==> src/hdl/zse_pkg.sv <==
package zse_pkg;

   // Opcodes of the supported subset
   localparam logic [7:0] OP_NOP      = 8'h00;
   localparam logic [7:0] OP_LD_BC_NN = 8'h01;
   localparam logic [7:0] OP_LD_BCI_A = 8'h02;
   localparam logic [7:0] OP_INC_BC   = 8'h03;
   localparam logic [7:0] OP_INC_B    = 8'h04;
   localparam logic [7:0] OP_DEC_B    = 8'h05;
   localparam logic [7:0] OP_RLCA     = 8'h07;
   localparam logic [7:0] OP_EX_AF    = 8'h08;
   localparam logic [7:0] OP_ADD_HLBC = 8'h09;
   localparam logic [7:0] OP_LD_A_BCI = 8'h0A;
   localparam logic [7:0] OP_DEC_BC   = 8'h0B;
   localparam logic [7:0] OP_INC_C    = 8'h0C;
   localparam logic [7:0] OP_DEC_C    = 8'h0D;
   localparam logic [7:0] OP_LD_DE_NN = 8'h11;
   localparam logic [7:0] OP_LD_DEI_A = 8'h12;
   localparam logic [7:0] OP_LD_A_DEI = 8'h1A;
   localparam logic [7:0] OP_LD_HL_NN = 8'h21;
   localparam logic [7:0] OP_LD_HL_MM = 8'h2A;
   localparam logic [7:0] OP_LD_SP_NN = 8'h31;
   localparam logic [7:0] OP_LD_MM_A  = 8'h32;
   localparam logic [7:0] OP_LD_M_N   = 8'h36;
   localparam logic [7:0] OP_LD_A_MM  = 8'h3A;
   localparam logic [7:0] OP_HALT     = 8'h76;
   localparam logic [7:0] OP_EXX      = 8'hD9;
   localparam logic [7:0] OP_PFX_IX   = 8'hDD;
   localparam logic [7:0] OP_EX_SP    = 8'hE3;
   localparam logic [7:0] OP_EX_DEHL  = 8'hEB;
   localparam logic [7:0] OP_PFX_IY   = 8'hFD;

   // Opcode group masks and patterns
   localparam logic [7:0] GRP_MASK    = 8'hC7;
   localparam logic [7:0] GRP_LD_R_N  = 8'h06;
   localparam logic [7:0] GRP_LD_R_M  = 8'h46;
   localparam logic [2:0] R_MEM       = 3'd6;
   localparam logic [2:0] R_B         = 3'd0;
   localparam logic [2:0] R_C         = 3'd1;

   // Controller to datapath commands
   typedef struct packed {
      logic clr_wr;
      logic host_wr;
      logic start;
      logic fetch_rd;
      logic fetch_cap;
      logic data_rd;
      logic data_cap;
      logic data_wr;
      logic exec;
   } cmd_type;

   // Datapath to controller status
   typedef struct packed {
      logic clr_last;
      logic fetch_more;
      logic need_rd;
      logic need_wr;
      logic rd_more;
      logic wr_more;
   } stat_type;

endpackage

==> src/hdl/zse_ctrl.sv <==
module zse_ctrl (
   input  logic               clock,
   input  logic               reset,
   input  logic               req_valid,
   input  logic               req_op,
   output logic               req_stall,
   output logic               rsp_valid,
   input  logic               rsp_stall,
   input  zse_pkg::stat_type  st,
   output zse_pkg::cmd_type   cmd
);

   typedef enum logic [9:0] {
      S_CLEAR = 10'b0000000001,
      S_IDLE  = 10'b0000000010,
      S_FETCH = 10'b0000000100,
      S_FCAP  = 10'b0000001000,
      S_DISP  = 10'b0000010000,
      S_RD    = 10'b0000100000,
      S_RCAP  = 10'b0001000000,
      S_WR    = 10'b0010000000,
      S_EXEC  = 10'b0100000000,
      S_RESP  = 10'b1000000000
   } state_type;

   state_type state_ff, state_in;

   assign req_stall = (state_ff != S_IDLE);
   assign rsp_valid = (state_ff == S_RESP);

   // Next state and commands
   always_comb begin
      state_in = state_ff;
      cmd      = '0;
      unique case (state_ff)
         S_CLEAR: begin
            cmd.clr_wr = 1'b1;
            if (st.clr_last) state_in = S_IDLE;
         end
         S_IDLE: begin
            if (req_valid) begin
               if (req_op) begin
                  cmd.start = 1'b1;
                  state_in  = S_FETCH;
               end else begin
                  cmd.host_wr = 1'b1;
                  state_in    = S_RESP;
               end
            end
         end
         S_FETCH: begin
            cmd.fetch_rd = 1'b1;
            state_in     = S_FCAP;
         end
         S_FCAP: begin
            cmd.fetch_cap = 1'b1;
            state_in      = st.fetch_more ? S_FETCH : S_DISP;
         end
         S_DISP: begin
            if (st.need_rd)      state_in = S_RD;
            else if (st.need_wr) state_in = S_WR;
            else                 state_in = S_EXEC;
         end
         S_RD: begin
            cmd.data_rd = 1'b1;
            state_in    = S_RCAP;
         end
         S_RCAP: begin
            cmd.data_cap = 1'b1;
            if (st.rd_more)      state_in = S_RD;
            else if (st.need_wr) state_in = S_WR;
            else                 state_in = S_EXEC;
         end
         S_WR: begin
            cmd.data_wr = 1'b1;
            if (!st.wr_more) state_in = S_EXEC;
         end
         S_EXEC: begin
            cmd.exec = 1'b1;
            state_in = S_RESP;
         end
         S_RESP: begin
            if (!rsp_stall) state_in = S_IDLE;
         end
         default: state_in = S_CLEAR;
      endcase
   end

   always_ff @(posedge clock) begin
      if (reset) state_ff <= S_CLEAR;
      else       state_ff <= state_in;
   end

endmodule

==> config.mk <==
export PLATFORM = sky130hd
export DESIGN_NAME = zse_ctrl
export DESIGN_NICKNAME = d
export VERILOG_FILES = /design/src/hdl/zse_pkg.sv /design/src/hdl/zse_ctrl.sv
export SDC_FILE = /design/constraint.sdc
export NUM_CORES = 1
export LEC_CHECK = 0
export BUFFER_PORTS_ARGS = -buffer_cell sky130_fd_sc_hd__buf_2
export CAP_MARGIN = 10
export CORE_MARGIN = 2
export CORE_UTILIZATION = 45
export CTS_BUF_LIST = sky130_fd_sc_hd__clkbuf_4
export DETAILED_ROUTE_END_ITERATION = 8
export PLACE_DENSITY = 0.74
export SLEW_MARGIN = 20
export SYNTH_ARGS = -nofsm -noshare
export SYNTH_HDL_FRONTEND = slang
export SYNTH_SLANG_ARGS = --single-unit
==> constraint.sdc <==
create_clock -name clock -period 1.55 [get_ports clock]
set_input_delay 0.155 -clock clock [delete_from_list [all_inputs] [get_ports clock]]
set_output_delay 0.155 -clock clock [all_outputs]
set_load 0.02 [all_outputs]
==> results of run 1 <==
==> worst max-delay path, delay by kind of cell (launching register included) <==
kind	cells	cell delay, ns
AND/OR/NAND/NOR	5	0.97
flip-flops	1	0.37
buffers and inverters	1	0.15
==> where the power goes <==
| group | total (mW) | internal [mW] | switching, mW |
|---|---|---|---|
| combinational | 1.10 | 0.513 | 0.584 |
| clock | 0.214 | 0.0934 | 0.121 |
| sequential | 0.352 | 0.289 | 0.0629 |
==> logic make-up (layout without fill, tap and decap cells) <==
group | count (synthesis) | count (layout) | share of synthesized area
AOI/OAI and AO/OA | 17 | 17 | 0.181
xor gates and xnor gates | 2 | 2 | 0.0233
buffers and inverters | 10 | 66 | 0.0764
DFF | 10 | 10 | 0.266
and+or+nand+nor | 53 | 53 | 0.454
==> stage by stage <==
step | total power, mW | setup TNS (ns)
floorplan | 0.762 | -0.144
global placement | 0.940 | -0.193
detailed placement | 0.970 | -0.474
CTS | 1.41 | -2.33
global route | 1.70 | -5.23
finish | 1.66 | -4.51
==> cell type report <==
| class | instances | area (um2) |
|---|---|---|
| Timing Repair Buffer | 56 | 464 |
| Sequential cell | 10 | 214 |
| Clock buffer | 3 | 22.5 |
| Inverter | 6 | 25.0 |
| Tap cell | 16 | 20.0 |
| Multi-Input combinational cell | 72 | 652 |
| Clock inverter | 1 | 3.75 |
| Fill cell | 55 | 140 |
==> layer usage <==
layer / vias up / global-route usage / share of wire
li1: 446 / - / -
met1: 511 / 0.383 / 0.38
met2: 83 / 0.632 / 0.47
met3: 24 / 0.0520 / 0.11
met4: 0 / 0.188 / 0.043
met5: - / 0 / 0
==> layout by cell type, fill, tap and decap left out, types with 3 or more instances in the layout <==
master and count:
inv_1 4, buf_4 30, dfxtp_2 5, nand2_4 3, nand4_1 4, nand2_1 6, buf_6 15, nor3_2 3
nor2_4 3, nor4_4 3, buf_2 10, dfxtp_1 3, nor3_1 4, nand2b_1 3, clkbuf_4 3, nor2_2 4
nor2_1 8
==> worst max-delay path by stage <==
stage | end | slack (ns) | cells after the start
floorplan | state_ff[2] | -0.09 | 5
global placement | rsp_valid | -0.07 | 4
detailed placement | rsp_valid | -0.13 | 4
CTS | rsp_valid | -0.26 | 4
global route | cmd[7] | -0.46 | 6
finish | cmd[7] | -0.40 | 6
==> repair_timing <==
| action | in CTS | in global routing |
|---|---|---|
| gates resized for setup | 49 | 19 |
| endpoints found under the setup margin | 16 | 18 |
| pin swaps | 13 | 10 |
| hold endpoints to repair | 0 | 0 |
| setup buffers | 13 | 11 |
==> results.py, run 1 <==
metrics = {
    "status": {
        "status": "finished, violations left",
        "failed_checks": "negative setup slack",
    },
    "finish": {
        "largest-register": "state_ff",
        "largest_reg_flops": 10,
        "drive_above_1_share": 0.689,
        "top_regs": "state_ff x10",
        "diodes": 0,
        "fin_cells": 164,
        "areaGrowthSynthToFinish_pct": 86.0,
        "final_nets": 160,
        "fin_area_um2": 1400,
        "final_core_util": 0.909,
    },
    "min_path": {
        "min_from": "st[4]",
        "hold_path_depth": 2,
        "hold_path_end": "state_ff[4]",
        "min_path_type": "in -> reg",
    },
    "sta": {
        "slew_violations": 0,
        "rsz0062_at_grt": "true",
        "max_freq_ghz": 0.514,
        "slew_headroom": 0.739,
        "min_period_ns": 1.95,
        "period_share": 1.26,
        "hold_slack_ns": 0.0719,
        "final.setup.worst_slack_ns": -0.396,
        "hold_violations": 0,
        "setup_viol": 19,
        "skew_ns": 0.0150,
        "tightest_slew_ns": 0.388,
    },
    "cts": {
        "cts_hold_buf": 0,
        "cts_tree": "done",
        "cts_buffers": 3,
        "root_buffer": "clkbuf_4",
        "clk_pin_slew_ns": 0.09,
        "cts.sinks": 10,
        "clockBufferDepth": 2,
        "cts_max_level": 1,
        "clk_latency_ns": 0.29,
    },
    "synth": {
        "syn-num-nets": 103,
        "ys_types": 38,
        "syn_avg_cell_area_um2": 8.19,
        "synthArstFlopShare": 0,
        "synthCells": 92,
        "synth_top_area_cell": "dfxtp_1",
        "synth_area_leaders": "dfxtp_1, nor4_4, nor2_1",
        "synth-edff-count": 0,
        "ys_ff_latch": 10,
        "synth_flop_cell": "dfxtp_1",
        "seq_area_frac_synth": 0.266,
        "synthTopCellsByCount": "nor2_1, dfxtp_1, nand2_1",
        "yosys.cell_count.top_type": "nor2_1",
        "synth_area_um2": 753,
        "synth_top_area_share": 0.266,
        "yosys_warnings": 0,
    },
    "drt": {
        "num_vias": 1064,
        "ant_nets": 0,
        "wl_per_cell_um": 22.8,
        "wl_um": 3730,
        "drc": 0,
        "first_pass_iters": 4,
        "via_per_inst": 6.49,
        "drt_iter0_drc": 57,
    },
    "worst_setup_path": {
        "reg2reg_depth": 7,
        "r2r-start": "state_ff[5]",
        "r2r_setup_slack_ns": -0.27,
        "crit_path_end_kind": "output port",
        "crit_slowest_cell": "nor4_4",
        "startpoint": "state_ff[5]",
        "path_max_fanout": 4,
        "slowest_delay_ns": 0.42,
        "critPathArrivalTime_ns": 1.79,
        "reg2reg_to": "state_ff[7]",
        "critPathRequiredTime_ns": 1.39,
        "cp_cell_sequence": "nor4_4 -> nand2_4 -> nor3_4 -> nand2_1 -> nor2_1 -> buf_4",
        "start_kind": "flop",
        "crit_type": "reg -> out",
    },
    "grt": {
        "antenna_found_initial": 0,
        "grt_pass1_wl_um": 4910,
        "grt_overflow": 0,
        "track_usage": 0.347,
        "grt_max_degree": 11,
        "grt_pass1_vias": 1050,
    },
    "placed_design": {
        "gp_congestion": 0.896,
        "io_buffer_count": 21,
        "pre_cts_ws_ns": -0.129,
        "placed_area_um2": 1000,
        "dp_cells": 144,
        "place_hpwl_um": 1660,
    },
    "die": {
        "fp.dieArea_um2": 2020,
        "fp-row-count": 14,
        "io_pins": 22,
        "start_util": 0.489,
        "coreArea_um2": 1540,
        "die_h_um": 44.9,
        "die_w_um": 44.9,
    },
    "flow_run": {
        "maxCapViolations": 0,
    },
    "power": {
        "ir_drop_mv": 1.33,
        "power.leakage_nw": 0.601,
        "power_density_nw_per_um2": 1190,
    },
}
Note: power is estimated with default switching activity, not from simulation.
==> inputs of run 2 (changes only) <==
CORE_UTILIZATION = 40   (was 45)
PLACE_DENSITY = 0.67   (was 0.74)
==> run 2 against run 1 <==
Against the previous run:
- clock skew fell by 0.0030 ns
- register-to-register slack got worse by 0.02 ns
- combinational power fell by 13%
- hold slack worse by 0.030 ns
- the flow still finishes with violations (negative setup slack)
- critical path depth grew 1
- via count down 8.7%
- sequential power decreased by 3%
- clock power down 13%
- utilization down 13 points
- maximum frequency up 4.8%
- highest routed layer unchanged
==> results.py, run 2 (synthesis results as in run 1) <==
metrics = {
    "sta": {
        "slew_headroom": 0.727,
        "final.setup.worst_slack_ns": -0.306,
        "slew_violations": 0,
        "setup_viol": 17,
        "max_freq_ghz": 0.539,
        "skew_ns": 0.0120,
        "period_share": 1.20,
        "hold_violations": 0,
        "rsz0062_at_grt": "true",
        "tightest_slew_ns": 0.409,
        "min_period_ns": 1.86,
        "tns_ns": -4.10,
    },
    "worst_setup_path": {
        "cp_common_cell": "buf_4",
        "cp_cell_sequence": "nor4_4 -> buf_4 -> nand2_4 -> nor3_4 -> nand2_1 -> nor2_1 -> buf_4",
        "crit_type": "reg -> out",
        "crit_path_end_kind": "output port",
        "slowest_delay_ns": 0.34,
        "start_kind": "flop",
        "cp_top_family": "simple AND/OR/NAND/NOR gates",
        "crit_slowest_cell": "dfxtp_2",
        "critPathRequiredTime_ns": 1.39,
        "path_buf_inv": 2,
        "path_max_fanout": 4,
        "critPathArrivalTime_ns": 1.70,
    },
    "die": {
        "coreArea_um2": 1750,
        "die_w_um": 47.4,
        "die_h_um": 47.4,
        "start_util": 0.432,
        "fp.dieArea_um2": 2250,
        "fp-row-count": 15,
        "io_pins": 22,
    },
    "grt": {
        "track_usage": 0.273,
        "grt_use_met3": 0.0731,
        "grt_max_degree": 11,
        "grt_overflow": 0,
        "grt_pass1_wl_um": 4260,
        "antenna_found_initial": 0,
        "grt_use_met1": 0.328,
        "grt.busiest_layer": "met2",
        "gr-usage-met2": 0.478,
        "grt_pass1_vias": 930,
    },
    "drt": {
        "ant_nets": 0,
        "drt_iter0_drc": 33,
        "wl_um": 2920,
        "first_pass_iters": 4,
        "num_vias": 971,
        "via_per_inst": 5.61,
        "drc": 0,
        "wl_per_cell_um": 16.9,
    },
    "finish": {
        "final_common_cell": "buf_4",
        "final_cell_mix": "buf_4, buf_6, buf_2",
        "final_nets": 161,
        "largest_reg_flops": 10,
        "largest-register": "state_ff",
        "diodes": 0,
        "top_regs": "state_ff x10",
        "areaGrowthSynthToFinish_pct": 80.6,
        "fin_cells": 173,
        "drive_above_1_share": 0.655,
    },
    "placed_design": {
        "place_hpwl_um": 1590,
        "gp_congestion": 0.862,
        "io_buffer_count": 21,
        "dp_cells": 154,
    },
    "cts": {
        "cts_hold_buf": 0,
        "root_buffer": "clkbuf_4",
        "clk_pin_slew_ns": 0.07,
        "clockBufferDepth": 2,
        "cts_max_level": 1,
        "cts_tree": "done",
        "cts.sinks": 10,
        "clk_latency_ns": 0.28,
        "cts_buffers": 3,
    },
    "power": {
        "power.leakage_nw": 0.598,
        "ir_drop_mv": 1.06,
        "power_density_nw_per_um2": 1090,
    },
    "status": {
        "status": "finished, violations left",
        "failed_checks": "negative setup slack",
    },
    "min_path": {
        "min_path_type": "in -> reg",
    },
    "flow_run": {
        "maxCapViolations": 0,
    },
}
-- run 2: repair_timing --
action | CTS | global route
gates resized for setup | 47 | 9
endpoints found under the setup margin | 17 | 18
pin swaps | 19 | 3
buffers inserted | 14 | 4
-- run 2: layer usage --
layer / vias to the layer above / share of wire
li1: 444 / -
met1: 479 / 0.40
met2: 38 / 0.52
met3: 10 / 0.045
met4: 0 / 0.033
met5: - / 0
-- run 2: worst register-to-register path, cell delays in order, from the launching register on --
cell and delay [ns]:
dfxtp_1 0.50, buf_4 0.20, nor3b_1 0.37, o21ai_2 0.18, a31oi_4 0.26, buf_4 0.16
a221oi_2 0.05
-- run 2: metrics by stage --
step	utilization	hold WS, ns	total power [mW]	area (um2)	worst slack [ns]
global placement	0.584	0.343	0.947	1020	-0.0671
floorplan	-	0.225	0.762	767	-0.0895
global route	0.779	0.0492	1.56	1360	-0.430
detailed placement	0.584	0.343	0.961	1020	-0.129
CTS	0.749	0.0487	1.37	1310	-0.279
finish	0.779	0.0419	1.48	1360	-0.306
-- run 2: cell type report --
cell class | count | area, um2
multi-input combinational | 72 | 614
timing repair buffer | 57 | 459
fill | 112 | 385
sequential | 10 | 210
tap | 25 | 31.3
clock buffer | 3 | 22.5
inverter | 6 | 22.5
-- run 2: report_power, final --
part	leakage (nW)	internal (mW)	switching, mW
sequential	0.0845	0.285	0.0579
clock	0.0138	0.0899	0.0960
combinational	0.500	0.473	0.479
total	0.598	0.849	0.633
-- run 2: worst paths after layout --
| check | start | to | slack [ns] | cells past startpoint |
|---|---|---|---|---|
| worst max-delay path | state_ff[6] | cmd[7] | -0.31 | 7 |
| worst min-delay path | st[4] | state_ff[4] | 0.04 | 2 |
| worst max register to register | state_ff[1] | state_ff[1] | -0.29 | 6 |
| worst min register to register | state_ff[0] | state_ff[0] | 0.61 | 2 |
==> inputs of run 3 (changes only) <==
HOLD_SLACK_MARGIN = 0.02   (was default)
SKIP_LAST_GASP = 1   (was default)
==> run 3 against run 2 <==
Against the previous run:
- the flow still finishes with violations (negative setup slack)
- combinational power decreased by 1%
- register-to-register slack better by 0.19 ns
- wire length down 4.2%
- flip-flop and latch count unchanged
- largest power group unchanged
- highest routed layer unchanged
==> results.py, run 3 (synthesis results as in run 1) <==
metrics = {
    "placed_design": {
        "io_buffer_count": 21,
        "dp_cells": 154,
        "gp_congestion": 0.862,
        "place_hpwl_um": 1590,
    },
    "die": {
        "die_h_um": 47.4,
        "fp-row-count": 15,
        "start_util": 0.432,
        "io_pins": 22,
        "die_w_um": 47.4,
        "fp.dieArea_um2": 2250,
        "coreArea_um2": 1750,
    },
    "min_path": {
        "hold_path_depth": 2,
        "min_path_type": "in -> reg",
        "min_from": "st[4]",
        "hold_path_end": "state_ff[4]",
    },
    "finish": {
        "diodes": 0,
        "areaGrowthSynthToFinish_pct": 77.7,
        "nFillCells": 118,
        "largest_reg_flops": 10,
        "final_core_util": 0.767,
        "multi_input_area_um2": 614,
        "top_regs": "state_ff x10",
        "largest-register": "state_ff",
        "final_nets": 159,
        "drive_above_1_share": 0.664,
        "seq_area_um2": 211,
        "final_common_cell": "buf_4",
        "fin_cells": 171,
        "final_cell_mix": "buf_4, buf_6, buf_2",
    },
    "worst_setup_path": {
        "start_kind": "flop",
        "crit_slowest_cell": "or4_4",
        "r2r_setup_slack_ns": -0.10,
        "r2r-start": "state_ff[3]",
        "crit_path_end_kind": "output port",
        "reg2reg_depth": 8,
        "slowest_delay_ns": 0.55,
        "cp_cell_sequence": "or4_4 -> nor3_4 -> and3_4 -> buf_4",
        "reg2reg_to": "state_ff[8]",
        "critPathArrivalTime_ns": 1.68,
        "path_max_fanout": 4,
        "crit_type": "reg -> out",
        "critPathRequiredTime_ns": 1.39,
    },
    "drt": {
        "drc": 0,
        "ant_nets": 0,
        "wl_per_cell_um": 16.4,
        "drt_iter0_drc": 40,
        "wl_um": 2800,
        "num_vias": 948,
        "first_pass_iters": 4,
        "via_per_inst": 5.54,
    },
    "grt": {
        "grt_pass1_vias": 918,
        "grt_overflow": 0,
        "track_usage": 0.262,
        "antenna_found_initial": 0,
        "grt_pass1_wl_um": 4110,
        "grt_max_degree": 11,
    },
    "sta": {
        "rsz0062_at_grt": "true",
        "slew_headroom": 0.804,
        "final.setup.worst_slack_ns": -0.283,
        "setup_viol": 17,
        "slew_violations": 0,
        "hold_violations": 0,
        "max_freq_ghz": 0.546,
        "hold_slack_ns": 0.0549,
        "period_share": 1.18,
        "tightest_slew_ns": 0.295,
        "min_period_ns": 1.83,
        "skew_ns": 0.00683,
    },
    "cts": {
        "cts_hold_buf": 0,
        "cts.sinks": 10,
        "cts_tree": "done",
        "clk_pin_slew_ns": 0.07,
        "root_buffer": "clkbuf_4",
        "clk_latency_ns": 0.27,
        "cts_buffers": 3,
        "cts_max_level": 1,
        "clockBufferDepth": 2,
    },
    "power": {
        "ir_drop_mv": 0.922,
        "swShare": 0.423,
        "pwr-share-seq": 0.236,
        "power.total_mw": 1.47,
        "power.leakage_nw": 0.584,
        "comb_power_share": 0.641,
        "power_density_nw_per_um2": 1100,
        "p_clk_frac": 0.123,
        "internal_power_mw": 0.847,
        "p_switching_mw": 0.620,
    },
    "status": {
        "status": "finished, violations left",
        "failed_checks": "negative setup slack",
    },
    "flow_run": {
        "maxCapViolations": 0,
    },
}
## run 3: stage by stage
| stage | setup TNS [ns] | cell area [um2] | setup slack, ns |
|---|---|---|---|
| floorplan | -0.144 | 767 | -0.0895 |
| global placement | -0.148 | 1020 | -0.0671 |
| detailed placement | -0.431 | 1020 | -0.129 |
| CTS | -2.82 | 1290 | -0.283 |
| global route | -3.80 | 1340 | -0.322 |
| finish | -2.38 | 1340 | -0.283 |
## run 3: routing by layer
metal,GRT usage,share of wire,up-vias
li1,-,-,439
met1,0.303,0.40,465
met2,0.468,0.53,30
met3,0.0731,0.043,14
met4,0.0722,0.033,0
met5,0,0,-
## run 3: worst max-delay path: cells and delay by family (launching register included)
family                 cells  cell delay (ns)
and+or+nand+nor            3             0.91
DFF                        1             0.36
buffers and inverters      1             0.13
## run 3: worst max path at each step
stage	slack, ns	startpoint	end	cells past startpoint
after global routing	-0.32	state_ff[3]	rsp_valid	4
after CTS	-0.28	state_ff[3]	rsp_valid	4
after global placement	-0.07	state_ff[2]	rsp_valid	4
after floorplan	-0.09	state_ff[8]	state_ff[2]	5
after detailed placement	-0.13	state_ff[3]	rsp_valid	4
final	-0.28	state_ff[3]	rsp_valid	4
## run 3: area by class of cell
cell class | instances | share of cell area
clock buffers | 3 | 0.0168
repair buffers | 55 | 0.326
inverters | 6 | 0.0168
multi-input cells | 72 | 0.459
well taps | 25 | 0.0234
flip-flops and latches | 10 | 0.158
## run 3: power groups by stage
stage	clock network, mW	registers [mW]	logic [mW]
floorplan	0	0.304	0.458
global placement	0	0.338	0.609
detailed placement	0	0.340	0.620
CTS	0.186	0.337	0.836
global route	0.197	0.348	0.994
finish	0.180	0.345	0.941
## run 3: what timing repair did
item / 4_1_cts / 5_1_grt
buffers inserted: 14 / 2
resized for setup: 44 / 12
hold endpoints to repair: 0 / 0
endpoints found under the setup margin: 17 / 20
pin swaps: 19 / 7
